===== config.mk =====
export PLATFORM = sky130hd
export DESIGN_NAME = gmc_mod_unit
export DESIGN_NICKNAME = d
export VERILOG_FILES = /design/src/rtl/gmc_pkg.sv /design/src/rtl/gmc_mod_unit.sv
export SDC_FILE = /design/constraint.sdc
export NUM_CORES = 1
export LEC_CHECK = 0
export BUFFER_PORTS_ARGS = -buffer_cell sky130_fd_sc_hd__buf_2
export CORE_MARGIN = 1
export CORE_UTILIZATION = 55
export CTS_BUF_LIST = sky130_fd_sc_hd__clkbuf_8
export DETAILED_ROUTE_END_ITERATION = 8
export GPL_TIMING_DRIVEN = 0
export PLACE_DENSITY = 0.8
export SLEW_MARGIN = 10
export SYNTH_ARGS = -nofsm -noshare
export SYNTH_HDL_FRONTEND = slang
export SYNTH_SLANG_ARGS = --single-unit

===== constraint.sdc =====
create_clock -name clk -period 1.5 [get_ports clk]
set_input_delay 0.15 -clock clk [delete_from_list [all_inputs] [get_ports clk]]
set_output_delay 0.15 -clock clk [all_outputs]
set_load 0.1 [all_outputs]

===== src/rtl/gmc_pkg.sv =====
// ----------------------------------------------------------------------------
// Grid maze carver package
// Shared sizes, command and status codes, cell and position types, and the
// request and response types of the remainder unit.
// ----------------------------------------------------------------------------
`timescale 1ns / 1ps

package gmc_pkg;

  localparam int MAX_COLS = 32;
  localparam int MAX_ROWS = 32;
  localparam int CELLS    = MAX_COLS * MAX_ROWS;
  localparam int COL_W    = $clog2(MAX_COLS);
  localparam int ROW_W    = $clog2(MAX_ROWS);
  localparam int ADDR_W   = $clog2(CELLS);
  localparam int CNT_W    = $clog2(CELLS + 1);
  localparam int MAX_DIM  = (MAX_COLS > MAX_ROWS) ? MAX_COLS : MAX_ROWS;
  localparam int DIM_W    = $clog2(MAX_DIM + 1);
  localparam int CMP_W    = (DIM_W > 7) ? DIM_W : 7;

  localparam int CMD_W      = 2;
  localparam int POS_W      = 5;
  localparam int RAND_W     = 16;
  localparam int STATUS_W   = 3;
  localparam int DIR_W      = 2;
  localparam int WALL_W     = 4;
  localparam int CFG_DATA_W = 6;
  localparam int CFG_IDX_W  = 1;

  localparam int MOD_DIV_W  = 3;
  localparam int MOD_REM_W  = 2;
  localparam int BIT_CNT_W  = $clog2(RAND_W);

  localparam logic [CMD_W-1:0] CMD_START  = 2'd0;
  localparam logic [CMD_W-1:0] CMD_CARVE  = 2'd1;
  localparam logic [CMD_W-1:0] CMD_REMOVE = 2'd2;
  localparam logic [CMD_W-1:0] CMD_READ   = 2'd3;

  localparam logic [STATUS_W-1:0] ST_STARTED = 3'd0;
  localparam logic [STATUS_W-1:0] ST_CARVED  = 3'd1;
  localparam logic [STATUS_W-1:0] ST_DEAD    = 3'd2;
  localparam logic [STATUS_W-1:0] ST_DONE    = 3'd3;
  localparam logic [STATUS_W-1:0] ST_REMOVED = 3'd4;
  localparam logic [STATUS_W-1:0] ST_OPEN    = 3'd5;
  localparam logic [STATUS_W-1:0] ST_READ    = 3'd6;
  localparam logic [STATUS_W-1:0] ST_BAD     = 3'd7;

  localparam logic [DIR_W-1:0] DIR_UP    = 2'd0;
  localparam logic [DIR_W-1:0] DIR_DOWN  = 2'd1;
  localparam logic [DIR_W-1:0] DIR_LEFT  = 2'd2;
  localparam logic [DIR_W-1:0] DIR_RIGHT = 2'd3;
  localparam logic [DIR_W-1:0] LEFT      = DIR_LEFT;
  localparam logic [DIR_W-1:0] DOWN      = DIR_DOWN;

  localparam logic [CFG_IDX_W-1:0] REG_GRID_WIDTH  = 1'b0;
  localparam logic [CFG_IDX_W-1:0] REG_GRID_HEIGHT = 1'b1;

  localparam logic [CFG_DATA_W-1:0] GRID_RESET = 6'd32;
  localparam logic [WALL_W-1:0]     WALLS_ALL  = 4'hF;

  typedef logic [ROW_W-1:0]  row_t;
  typedef logic [COL_W-1:0]  col_t;
  typedef logic [ADDR_W-1:0] addr_t;
  typedef logic [CNT_W-1:0]  cnt_t;
  typedef logic [DIM_W-1:0]  dim_t;
  typedef logic [CMP_W-1:0]  cmp_t;

  typedef struct packed {
    logic              visited;
    logic [WALL_W-1:0] walls;
  } cell_t;

  typedef struct packed {
    row_t row;
    col_t col;
  } pos_t;

  typedef struct packed {
    logic                 start;
    logic [RAND_W-1:0]    dividend;
    logic [MOD_DIV_W-1:0] divisor;
  } mod_req_t;

  typedef struct packed {
    logic                 done;
    logic [MOD_REM_W-1:0] rem;
  } mod_rsp_t;

  function automatic logic [DIR_W-1:0] opposite(logic [DIR_W-1:0] d);
    logic [DIR_W-1:0] o;
    case (d)
      DIR_UP:   o = DIR_DOWN;
      DIR_DOWN: o = DIR_UP;
      DIR_LEFT: o = DIR_RIGHT;
      default:  o = DIR_LEFT;
    endcase
    return o;
  endfunction

  function automatic addr_t cell_addr(pos_t p);
    return ADDR_W'(int'(p.row) * MAX_COLS + int'(p.col));
  endfunction

endpackage


===== src/rtl/gmc_mod_unit.sv =====
// ----------------------------------------------------------------------------
// Grid maze carver remainder unit
// Bit-serial restoring remainder of the random word by a small divisor,
// one dividend bit per cycle.
// ----------------------------------------------------------------------------
`timescale 1ns / 1ps

module gmc_mod_unit import gmc_pkg::*; (
  input  logic     clk,
  input  logic     rst_n,
  input  mod_req_t req,
  output mod_rsp_t rsp
);

  logic                 busy_r, busy_nxt;
  logic                 done_r, done_nxt;
  logic [RAND_W-1:0]    sh_r, sh_nxt;
  logic [MOD_DIV_W-1:0] div_r, div_nxt;
  logic [MOD_REM_W-1:0] rem_r, rem_nxt;
  logic [BIT_CNT_W-1:0] bit_r, bit_nxt;
  logic [MOD_DIV_W-1:0] partial;
  logic [MOD_DIV_W-1:0] trial;

  assign partial = {rem_r, sh_r[RAND_W-1]};
  assign trial   = (partial >= div_r) ? (partial - div_r) : partial;

  always_comb begin
    busy_nxt = busy_r;
    done_nxt = 1'b0;
    sh_nxt   = sh_r;
    div_nxt  = div_r;
    rem_nxt  = rem_r;
    bit_nxt  = bit_r;
    if (req.start) begin
      busy_nxt = 1'b1;
      sh_nxt   = req.dividend;
      div_nxt  = req.divisor;
      rem_nxt  = '0;
      bit_nxt  = '0;
    end else if (busy_r) begin
      rem_nxt = MOD_REM_W'(trial);
      sh_nxt  = sh_r << 1;
      bit_nxt = bit_r + BIT_CNT_W'(1);
      if (bit_r == BIT_CNT_W'(RAND_W - 1)) begin
        busy_nxt = 1'b0;
        done_nxt = 1'b1;
      end
    end
  end

  always_ff @(posedge clk) begin
    if (!rst_n) begin
      busy_r <= 1'b0;
      done_r <= 1'b0;
      bit_r  <= '0;
    end else begin
      busy_r <= busy_nxt;
      done_r <= done_nxt;
      bit_r  <= bit_nxt;
    end
  end

  always_ff @(posedge clk) begin
    sh_r  <= sh_nxt;
    div_r <= div_nxt;
    rem_r <= rem_nxt;
  end

  assign rsp.done = done_r;
  assign rsp.rem  = rem_r;

endmodule


After elaboration in Yosys (flattened, before gate mapping)
Cells that the tools add are included.
{ "word_totals": {"ff_bits": 27, "input_bits": 22, "out_inout_bits": 3} }
{ "op_classes": {"add_sub_neg": 2, "order_cmp": 1, "n_eq_ne": 1, "muxes": 7, "bitwise_logic": 2, "reduce_logical": 3} }
{ "ops": {"columns": ["op", "count"], "rows": [
  ["$mux W16", 2],
  ["$add A4 B1 Y4 const B", 1],
  ["$eq A4 B4 Y1 const B", 1],
  ["$mux W1", 4],
  ["$ge A3 B3 Y1", 1],
  ["$reduce_or A3 Y1", 1],
  ["$mux W2", 1],
  ["$not A1 Y1", 2],
  ["$reduce_bool A2 Y1", 1],
  ["$reduce_or A2 Y1", 1],
  ["$sub A2 B2 Y2", 1]
]} }

Logic depth before layout (Yosys ltp)
Gate-level depths: netlist of the first run.
{ "depth": {"word_depth": 4, "mapped_depth": 6, "mapped_depth_nobuf": 6} }

Worst setup path before layout of the first run
Ideal clock, no wire load.
{ "synth_timing": {"kind": "reg-to-reg", "start": "register rem_r[0]", "end": "register rem_r[1]", "t_arrival_ps": 1959, "setup_slack_ps": -579, "stages_incl_launch_ff": 6, "path_buffers": 0, "cell_sequence": "dfxtp_1 -> ha_1 -> a21o_1 -> a21oi_1 -> nor4b_2 -> a211o_1"} }
{ "synth_via": {"elab_chain_len": 2, "word_cells_on_any_way": 3, "classes_between": "add/sub (1); order compare (1); mux (1)"} }
{ "synth_rtl": {"columns": ["item", "line", "source"], "rows": [
  ["from (decl)", "gmc_mod_unit.sv:19", "logic [MOD_REM_W-1:0] rem_r, rem_nxt;"],
  ["from (signal assigned)", "gmc_mod_unit.sv:66", "rem_r <= rem_nxt;"],
  ["$ge A3 B3 Y1 or $sub A2 B2 Y2 (tied branches)", "gmc_mod_unit.sv:25", "assign trial = (partial >= div_r) ? (partial - div_r) : partial;"],
  ["$mux W2 *", "gmc_mod_unit.sv:25", null]
]} }
Mark *: on every way between the ends. The rest lies on a longest branch, timed or not.
A chain may end at the register's enable or synchronous reset.

Final worst setup path of the first run
{ "layout_timing": {"start": "register sh_r[15]", "end": "register rem_r[1]"} }
{ "layout_via": {"elab_chain_len": 2, "word_cells_on_any_way": 3, "classes_between": "add/sub (1); order compare (1); mux (1)"} }
{ "layout_rtl": {"columns": ["item", "line", "source"], "rows": [
  ["from (decl)", "gmc_mod_unit.sv:17", "logic [RAND_W-1:0] sh_r, sh_nxt;"],
  ["from (signal assigned)", "gmc_mod_unit.sv:64", "sh_r <= sh_nxt;"],
  ["$ge A3 B3 Y1 or $sub A2 B2 Y2 (tied branches)", "gmc_mod_unit.sv:25", null],
  ["$mux W2 *", "gmc_mod_unit.sv:25", null]
]} }
Marked as above.

==> metrics.md, run 1 <==
| Metric | Value |
|---|---|
| Outcome | `finished clean` |
| Worst-Margin Slew | `0.587 ns` |
| Mean number of vias per cell | `5.08` |
| # clock sinks | `27` |
| Most frequent cells in the layout | `buf_2 (26), edfxtp_1 (19), mux2_2 (15)` |
| Residual DRC count | `0` |
| LEAKAGE | `0.000591 uW` |
| WHS Endpoint | `div_r[0]` |
| First-pass GRT wire length | `3390 um` |
| Die Width | `48.7 um` |
| FFs w/ async S/R, synth | `0` |
| Hold wc startpoint | `req[0]` |
| CP peak stage delay | `0.41 ns` |
| Routability cong. | `0.760` |
| Total Power | `1540 uW` |
| Filler cell count in the final layout | `141` |
| Diodes inserted | `0` |
| Dpl cells | `138` |
| Register-to-register setup slack | `0.05 ns` |
| CP Class | `register to register` |
| Yosys cell types | `26` |
| Gate Count Post-Synth | `87` |
| R2r endpoint | `rem_r[1]` |
| Worst Setup End Kind | `register` |
| Area of the die | `2370 sq um` |
| EDFF count, synth | `19` |
| CTS Buf Count | `3` |
| Fin nets | `143` |
| Clk_lat worst skew | `0.27 ns` |
| Post-Syn Area | `1200 sq um` |
| Multi-input gate area | `465 sq um` |
| Vias | `726` |
| H-tree levels | `1` |
| Commonest non-fill, non-tap cell in the layout | `buf_2` |
| Max_slew headroom | `0.608` |
| Final setup viols | `0` |
| Final Slew Violations | `0` |
| Deepest clock path buffer count | `2` |
| Fmax | `692 MHz` |
| Initial DRC count | `0` |
| Min-delay worst type | `input port to register` |
| CTS tree | `built` |
| Reg2Reg Depth | `6` |
| Non-Filler Instances | `143` |
| Overflow after GRT | `0` |
| Fin crit period | `1.45 ns` |
| CP max FO | `3` |
| Pre-Repair DR Iteration Count | `1` |
| Power per standard cell area | `1060 nW/um^2` |
| Worst Hold Path Cells | `1` |
| CTS root buf | `clkbuf_8` |
| Clock Skew | `0.00599 ns` |
| Crit-path cells | `inv_2 -> ha_4 -> a21o_1 -> a21oi_2 -> nor4b_2 -> a211o_1` |
| Worst setup SP type | `register` |
| Layout area overhead | `21.1%` |
| Post-DP HPWL | `1480 um` |
| Syn_area_per_cell | `13.8 sq um` |
| Avg WL per Cell | `14.3 um` |
| Seq cells post-synth | `27` |
| Initial antenna violation count | `0` |
| Largest net degree at the start of global routing | `17` |
| Hold_buf cts | `0` |
| Vias in the first global route | `820` |
| Prevailing post-synth register cell | `edfxtp_1` |
| Syn_nets | `113` |
| Fin crit share | `0.964` |
| CP arrival | `1.61 ns` |
| Starting Density | `0.598` |
| Layout cells sized above 1 | `0.491` |
| Rows | `16` |
| R2r startpoint | `sh_r[15]` |
| Slowest CP cell | `edfxtp_1` |
| Area of all sequential standard cells | `738 sq um` |
| Post-synthesis sequential area ratio | `0.610` |
| GRT Resource Usage Total | `0.194` |
| Max_cap viols | `0` |
| Post-DRT Antenna Nets | `0` |
| Worst VDD drop | `761 uV` |
| Core Footprint | `2000 sq um` |
| Total Routed Length | `2050 um` |
| Port Buf Inserts | `24` |
| I/O pin count | `25` |
| Final count of hold timing violations | `0` |
| Die Y | `48.7 um` |
| Required @ worst endpoint | `1.66 ns` |
| Reg clk slew, reported paths | `0.09 ns` |
| Synthesis Warnings | `0` |
-- cells by family (layout without fill, tap and decap cells) --
family          count (synthesis)  in the layout  share of synthesized area
compound gates                  9              9                     0.0460
buf+inv                         8             37                     0.0334
fa+ha+maj                       4              4                     0.0418
mux                            16             16                      0.149
flops                          27             27                      0.610
xor+xnor                        4              4                     0.0293
simple gates                   19             19                     0.0899
-- where the power goes --
group | internal, uW | switching [uW]
sequential | 870 | 24.7
clock | 183 | 208
combinational | 121 | 138
-- critical path, delay by kind of cell, from the launching register on --
kind / cells / cell delay [ns]
buffers and inverters: 1 / 0.09
flip-flops: 1 / 0.41
AND/OR/NAND/NOR: 1 / 0.06
AO/OA/AOI/OAI: 3 / 0.57
adder cells (fa/ha/maj): 1 / 0.20
-- Yosys cell counts, types with 3 or more instances --
cell / count / area, sq um
xor2_1: 3 / 26.3
nor2_1: 5 / 18.8
edfxtp_1: 19 / 571
dfxtp_1: 8 / 160
mux2_2: 15 / 169
a21oi_1: 4 / 20.0
ha_1: 4 / 50.1
inv_1: 4 / 15.0
nand2_1: 3 / 11.3
-- how the worst max path moves through the flow --
stage / cells after the start / slack [ns] / from / end
after floorplan: 5 / 0.005 / rem_r[0] / rem_r[1]
after detailed placement: 6 / -0.02 / sh_r[15] / rem_r[1]
after CTS: 6 / 0.02 / div_r[2] / rem_r[1]
after global placement: 6 / 0.06 / sh_r[15] / rem_r[1]
after global routing: 6 / -0.02 / div_r[2] / rem_r[1]
final: 6 / 0.05 / sh_r[15] / rem_r[1]
-- per-layer routing --
layer  vias up  track usage  share of wire
met5         -            0              0
met4         0       0.0882          0.015
met3         5       0.0472          0.030
met2        15        0.343           0.50
met1       332        0.219           0.46
li1        374            -              -
-- what timing repair did --
| action | in CTS | in global routing |
|---|---|---|
| endpoints found under the setup margin | 1 | 1 |
| pin swaps | 0 | 4 |
| setup buffers | 1 | 0 |
| gates resized for setup | 1 | 5 |
| cloned | 0 | 0 |
-- per-stage QoR --
step,worst slack (ns),utilization,area [sq um],setup TNS (ns),hold slack (ns)
after CTS,0.0182,0.713,1430,0,0.0505
after global routing,-0.0224,0.724,1450,-0.0224,0.0505
final,0.0545,0.724,1450,0,0.0567
after detailed placement,-0.0168,0.685,1370,-0.0168,0.330
after floorplan,0.00505,-,1220,0,0.249
after global placement,0.0595,0.685,1370,0,0.327
-- final cells by class --
class / count / area share
plain buffers: 4 / 0.0173
clock buffers: 3 / 0.0285
clock inverters: 1 / 0.00259
inverters: 4 / 0.0104
multi-input cells: 52 / 0.321
flip-flops and latches: 27 / 0.509
well taps: 27 / 0.0233
repair buffers: 25 / 0.0880
-- registers in the layout, summed over array words and instances (netlist names) --
register	count
busy_r	1
done_r	1
div_r	3
rem_r	2
sh_r	16
bit_r	4
Power figures use the tool's default switching activity.
==> inputs of run 2 (changes only) <==
--- a/config.mk
+++ b/config.mk
@@ -5,10 +5,12 @@
 export SDC_FILE = /design/constraint.sdc
 export NUM_CORES = 1
 export LEC_CHECK = 0
+export ABC_AREA = 1
 export BUFFER_PORTS_ARGS = -buffer_cell sky130_fd_sc_hd__buf_2
 export CORE_MARGIN = 1
 export CORE_UTILIZATION = 55
 export CTS_BUF_LIST = sky130_fd_sc_hd__clkbuf_8
+export CTS_CLUSTER_SIZE = 16
 export DETAILED_ROUTE_END_ITERATION = 8
 export GPL_TIMING_DRIVEN = 0
 export PLACE_DENSITY = 0.8
==> constraint.sdc (replaced) <==
create_clock -name clk -period 1.4 [get_ports clk]
set_input_delay 0.14 -clock clk [delete_from_list [all_inputs] [get_ports clk]]
set_output_delay 0.14 -clock clk [all_outputs]
set_load 0.1 [all_outputs]
==> metrics.md, run 2 <==
| Metric | Value |
|---|---|
| # clock sinks | `27` |
| Slowest CP cell | `dfxtp_1` |
| Diodes inserted | `0` |
| Routability cong. | `0.740` |
| R2r endpoint | `sh_r[2]` |
| WHS Endpoint | `div_r[0]` |
| GRT Max-Usage Layer | `met2` |
| Met1 Track Usage GR | `0.228` |
| Fmax | `765 MHz` |
| Seq cells post-synth | `27` |
| Commonest cells post-synth | `nand2_1 (59), edfxtp_1 (19), inv_1 (13), dfxtp_1 (8)` |
| CP peak stage delay | `0.40 ns` |
| Residual DRC count | `0` |
| Yosys cell types | `18` |
| Largest register FFs | `16` |
| Reg clk slew, reported paths | `0.08 ns` |
| Core Footprint | `2020 sq um` |
| FFs w/ async S/R, synth | `0` |
| Required @ worst endpoint | `1.44 ns` |
| Non-Filler Instances | `187` |
| Dpl cells | `182` |
| Port Buf Inserts | `24` |
| Crit-path cells | `nor2_1 -> clkinvlp_4 -> buf_12` |
| Prevailing post-synth register cell | `edfxtp_1` |
| Top flop regs | `sh_r: 16 flops, bit_r: 4 flops, div_r: 3 flops` |
| Avg WL per Cell | `10.6 um` |
| LEAKAGE | `0.000706 uW` |
| Rows | `16` |
| CP max FO | `16` |
| Overflow after GRT | `0` |
| Count leader, synth | `nand2_1` |
| Die Y | `49.1 um` |
| Largest Register | `sh_r` |
| Layout area overhead | `18.8%` |
| Vias in the first global route | `838` |
| Reg2Reg Depth | `3` |
| Syn_area_per_cell | `9.33 sq um` |
| Clk_lat worst skew | `0.26 ns` |
| Pre-Repair DR Iteration Count | `4` |
| Worst path bufs/invs | `2` |
| Register-to-register setup slack | `0.09 ns` |
| Vias | `903` |
| Fin nets | `187` |
| CTS Buf Count | `3` |
| Unrepaired setup endpoints after global routing | `no` |
| Post-DP HPWL | `1490 um` |
| Initial antenna violation count | `0` |
| Power per standard cell area | `1130 nW/um^2` |
| Area of the die | `2420 sq um` |
| CTS root buf | `clkbuf_8` |
| GRT Resource Usage Total | `0.188` |
| Hold_buf cts | `0` |
| Largest net degree at the start of global routing | `17` |
| Post-Syn Area | `1220 sq um` |
| Commonest non-fill, non-tap cell in the layout | `nand2_1` |
| Worst Setup End Kind | `register` |
| Cell taking the most area after synthesis | `edfxtp_1` |
| EDFF count, synth | `19` |
| R2r startpoint | `busy_r` |
| CTS tree | `built` |
| Gate Count Post-Synth | `131` |
| Final Slew Violations | `0` |
| GR Layer Usage met2 | `0.320` |
| Critical path's top delay family | `flip-flops` |
| First-pass GRT wire length | `3410 um` |
| Hold wc startpoint | `req[0]` |
| Worst Hold Path Cells | `1` |
| Fin crit period | `1.31 ns` |
| Mean number of vias per cell | `4.83` |
| Final count of hold timing violations | `0` |
| CP arrival | `1.34 ns` |
| WP depth | `3` |
| Synthesis Warnings | `0` |
| Syn_nets | `157` |
| Utilization after layout | `0.718` |
| Most frequent cells in the layout | `nand2_1 (59), buf_2 (26), edfxtp_1 (19)` |
| Starting Density | `0.605` |
| Max_cap viols | `0` |
| Outcome | `finished clean` |
| H-tree levels | `1` |
| Layout cells sized above 1 | `0.250` |
| Min-delay worst type | `input port to register` |
| Final setup viols | `0` |
| Worst setup SP type | `register` |
| CP Class | `register to register` |
| Met3 global-route usage | `0.0280` |
| Clock Skew | `0.00195 ns` |
| Total Routed Length | `1980 um` |
| Design Area, Final | `1450 sq um` |
| Worst-Margin Slew | `0.485 ns` |
| Initial DRC count | `19` |
| Max_slew headroom | `0.679` |
| Worst VDD drop | `1030 uV` |
| Fin crit share | `0.934` |
| Synth area leaders | `edfxtp_1 (47%), nand2_1 (18%), dfxtp_1 (13%)` |
| I/O pin count | `25` |
| Post-DRT Antenna Nets | `0` |
| Total Power | `1630 uW` |
| Deepest clock path buffer count | `2` |
| Dpl cell area | `1380 sq um` |
| Post-synthesis sequential area ratio | `0.598` |
| Die Width | `49.1 um` |
| Top-area cell type share of the netlist area | `0.467` |
==> run 2: cell count changes in the layout (fill, tap and decap cells not counted), moves of 2 or more <==
cell / delta
a21oi_2: -2
a21oi_1: +3
xor2_1: -2
nand3_1: +4
nor2b_1: -2
mux2_2: -15
nand2b_1: -2
nor3_1: -2
buf_4: -2
o21ai_0: +2
ha_4: -2
inv_1: +9
ha_1: +3
nand2_1: +56
==> run 2: through the flow <==
stage	hold slack (ns)	setup WS, ns	setup TNS (ns)
detailed placement	0.319	-0.0551	-0.874
global route	0.0357	0.00646	0
global placement	0.321	-0.0152	-0.241
floorplan	0.239	0.0537	0
finish	0.0452	0.0928	0
CTS	0.0408	0.131	0
==> run 2: layout make-up <==
type	count	area, sq um
clock buffer	3	41.3
inverter	14	56.3
buffer	4	28.8
multi-input combinational	86	410
sequential	27	738
fill	147	569
clock inverter	1	3.75
tap	27	33.8
timing repair buffer	25	140
==> run 2: worst register-to-register path: cells and delay by family, from the launching register on <==
family / cells / cell delay, ns
flip-flops: 1 / 0.40
buffers and inverters: 2 / 0.35
AND/OR/NAND/NOR: 1 / 0.32
==> run 2: power breakdown <==
group / internal (uW) / switching, uW / total (uW) / leakage, uW
clock: 196 / 220 / 417 / 0.0000269
combinational: 92.1 / 166 / 258 / 0.000419
sequential: 933 / 26.6 / 959 / 0.000261
total: 1220 / 413 / 1630 / 0.000706
==> run 2: cell families after synthesis <==
group                      count (synthesis)  synth area share
and+or+nand+nor                           73             0.255
DFF                                       27             0.598
buffers and inverters                     18            0.0665
AOI/OAI and AO/OA                          8            0.0327
adders and majority gates                  4            0.0409
xor gates and xnor gates                   1           0.00717
==> run 2: per-layer routing <==
layer	vias up	routed length, um
li1	476	-
met1	403	884
met2	20	991
met3	4	58
met4	0	48
met5	-	0
==> run 2: worst max-delay path by stage <==
stage | start | endpoint | slack (ns)
CTS | busy_r | sh_r[1] | 0.13
finish | busy_r | sh_r[2] | 0.09
floorplan | rem_r[1] | rem_r[0] | 0.05
global placement | busy_r | sh_r[5] | -0.02
global route | div_r[2] | rem_r[0] | 0.006
detailed placement | busy_r | sh_r[6] | -0.06
==> run 2: timing repair <==
action | 4_1_cts | 5_1_grt
buffers inserted | 1 | 0
gates resized for setup | 1 | 0
hold endpoints to repair | 0 | 0
setup endpoints to repair | 16 | 0
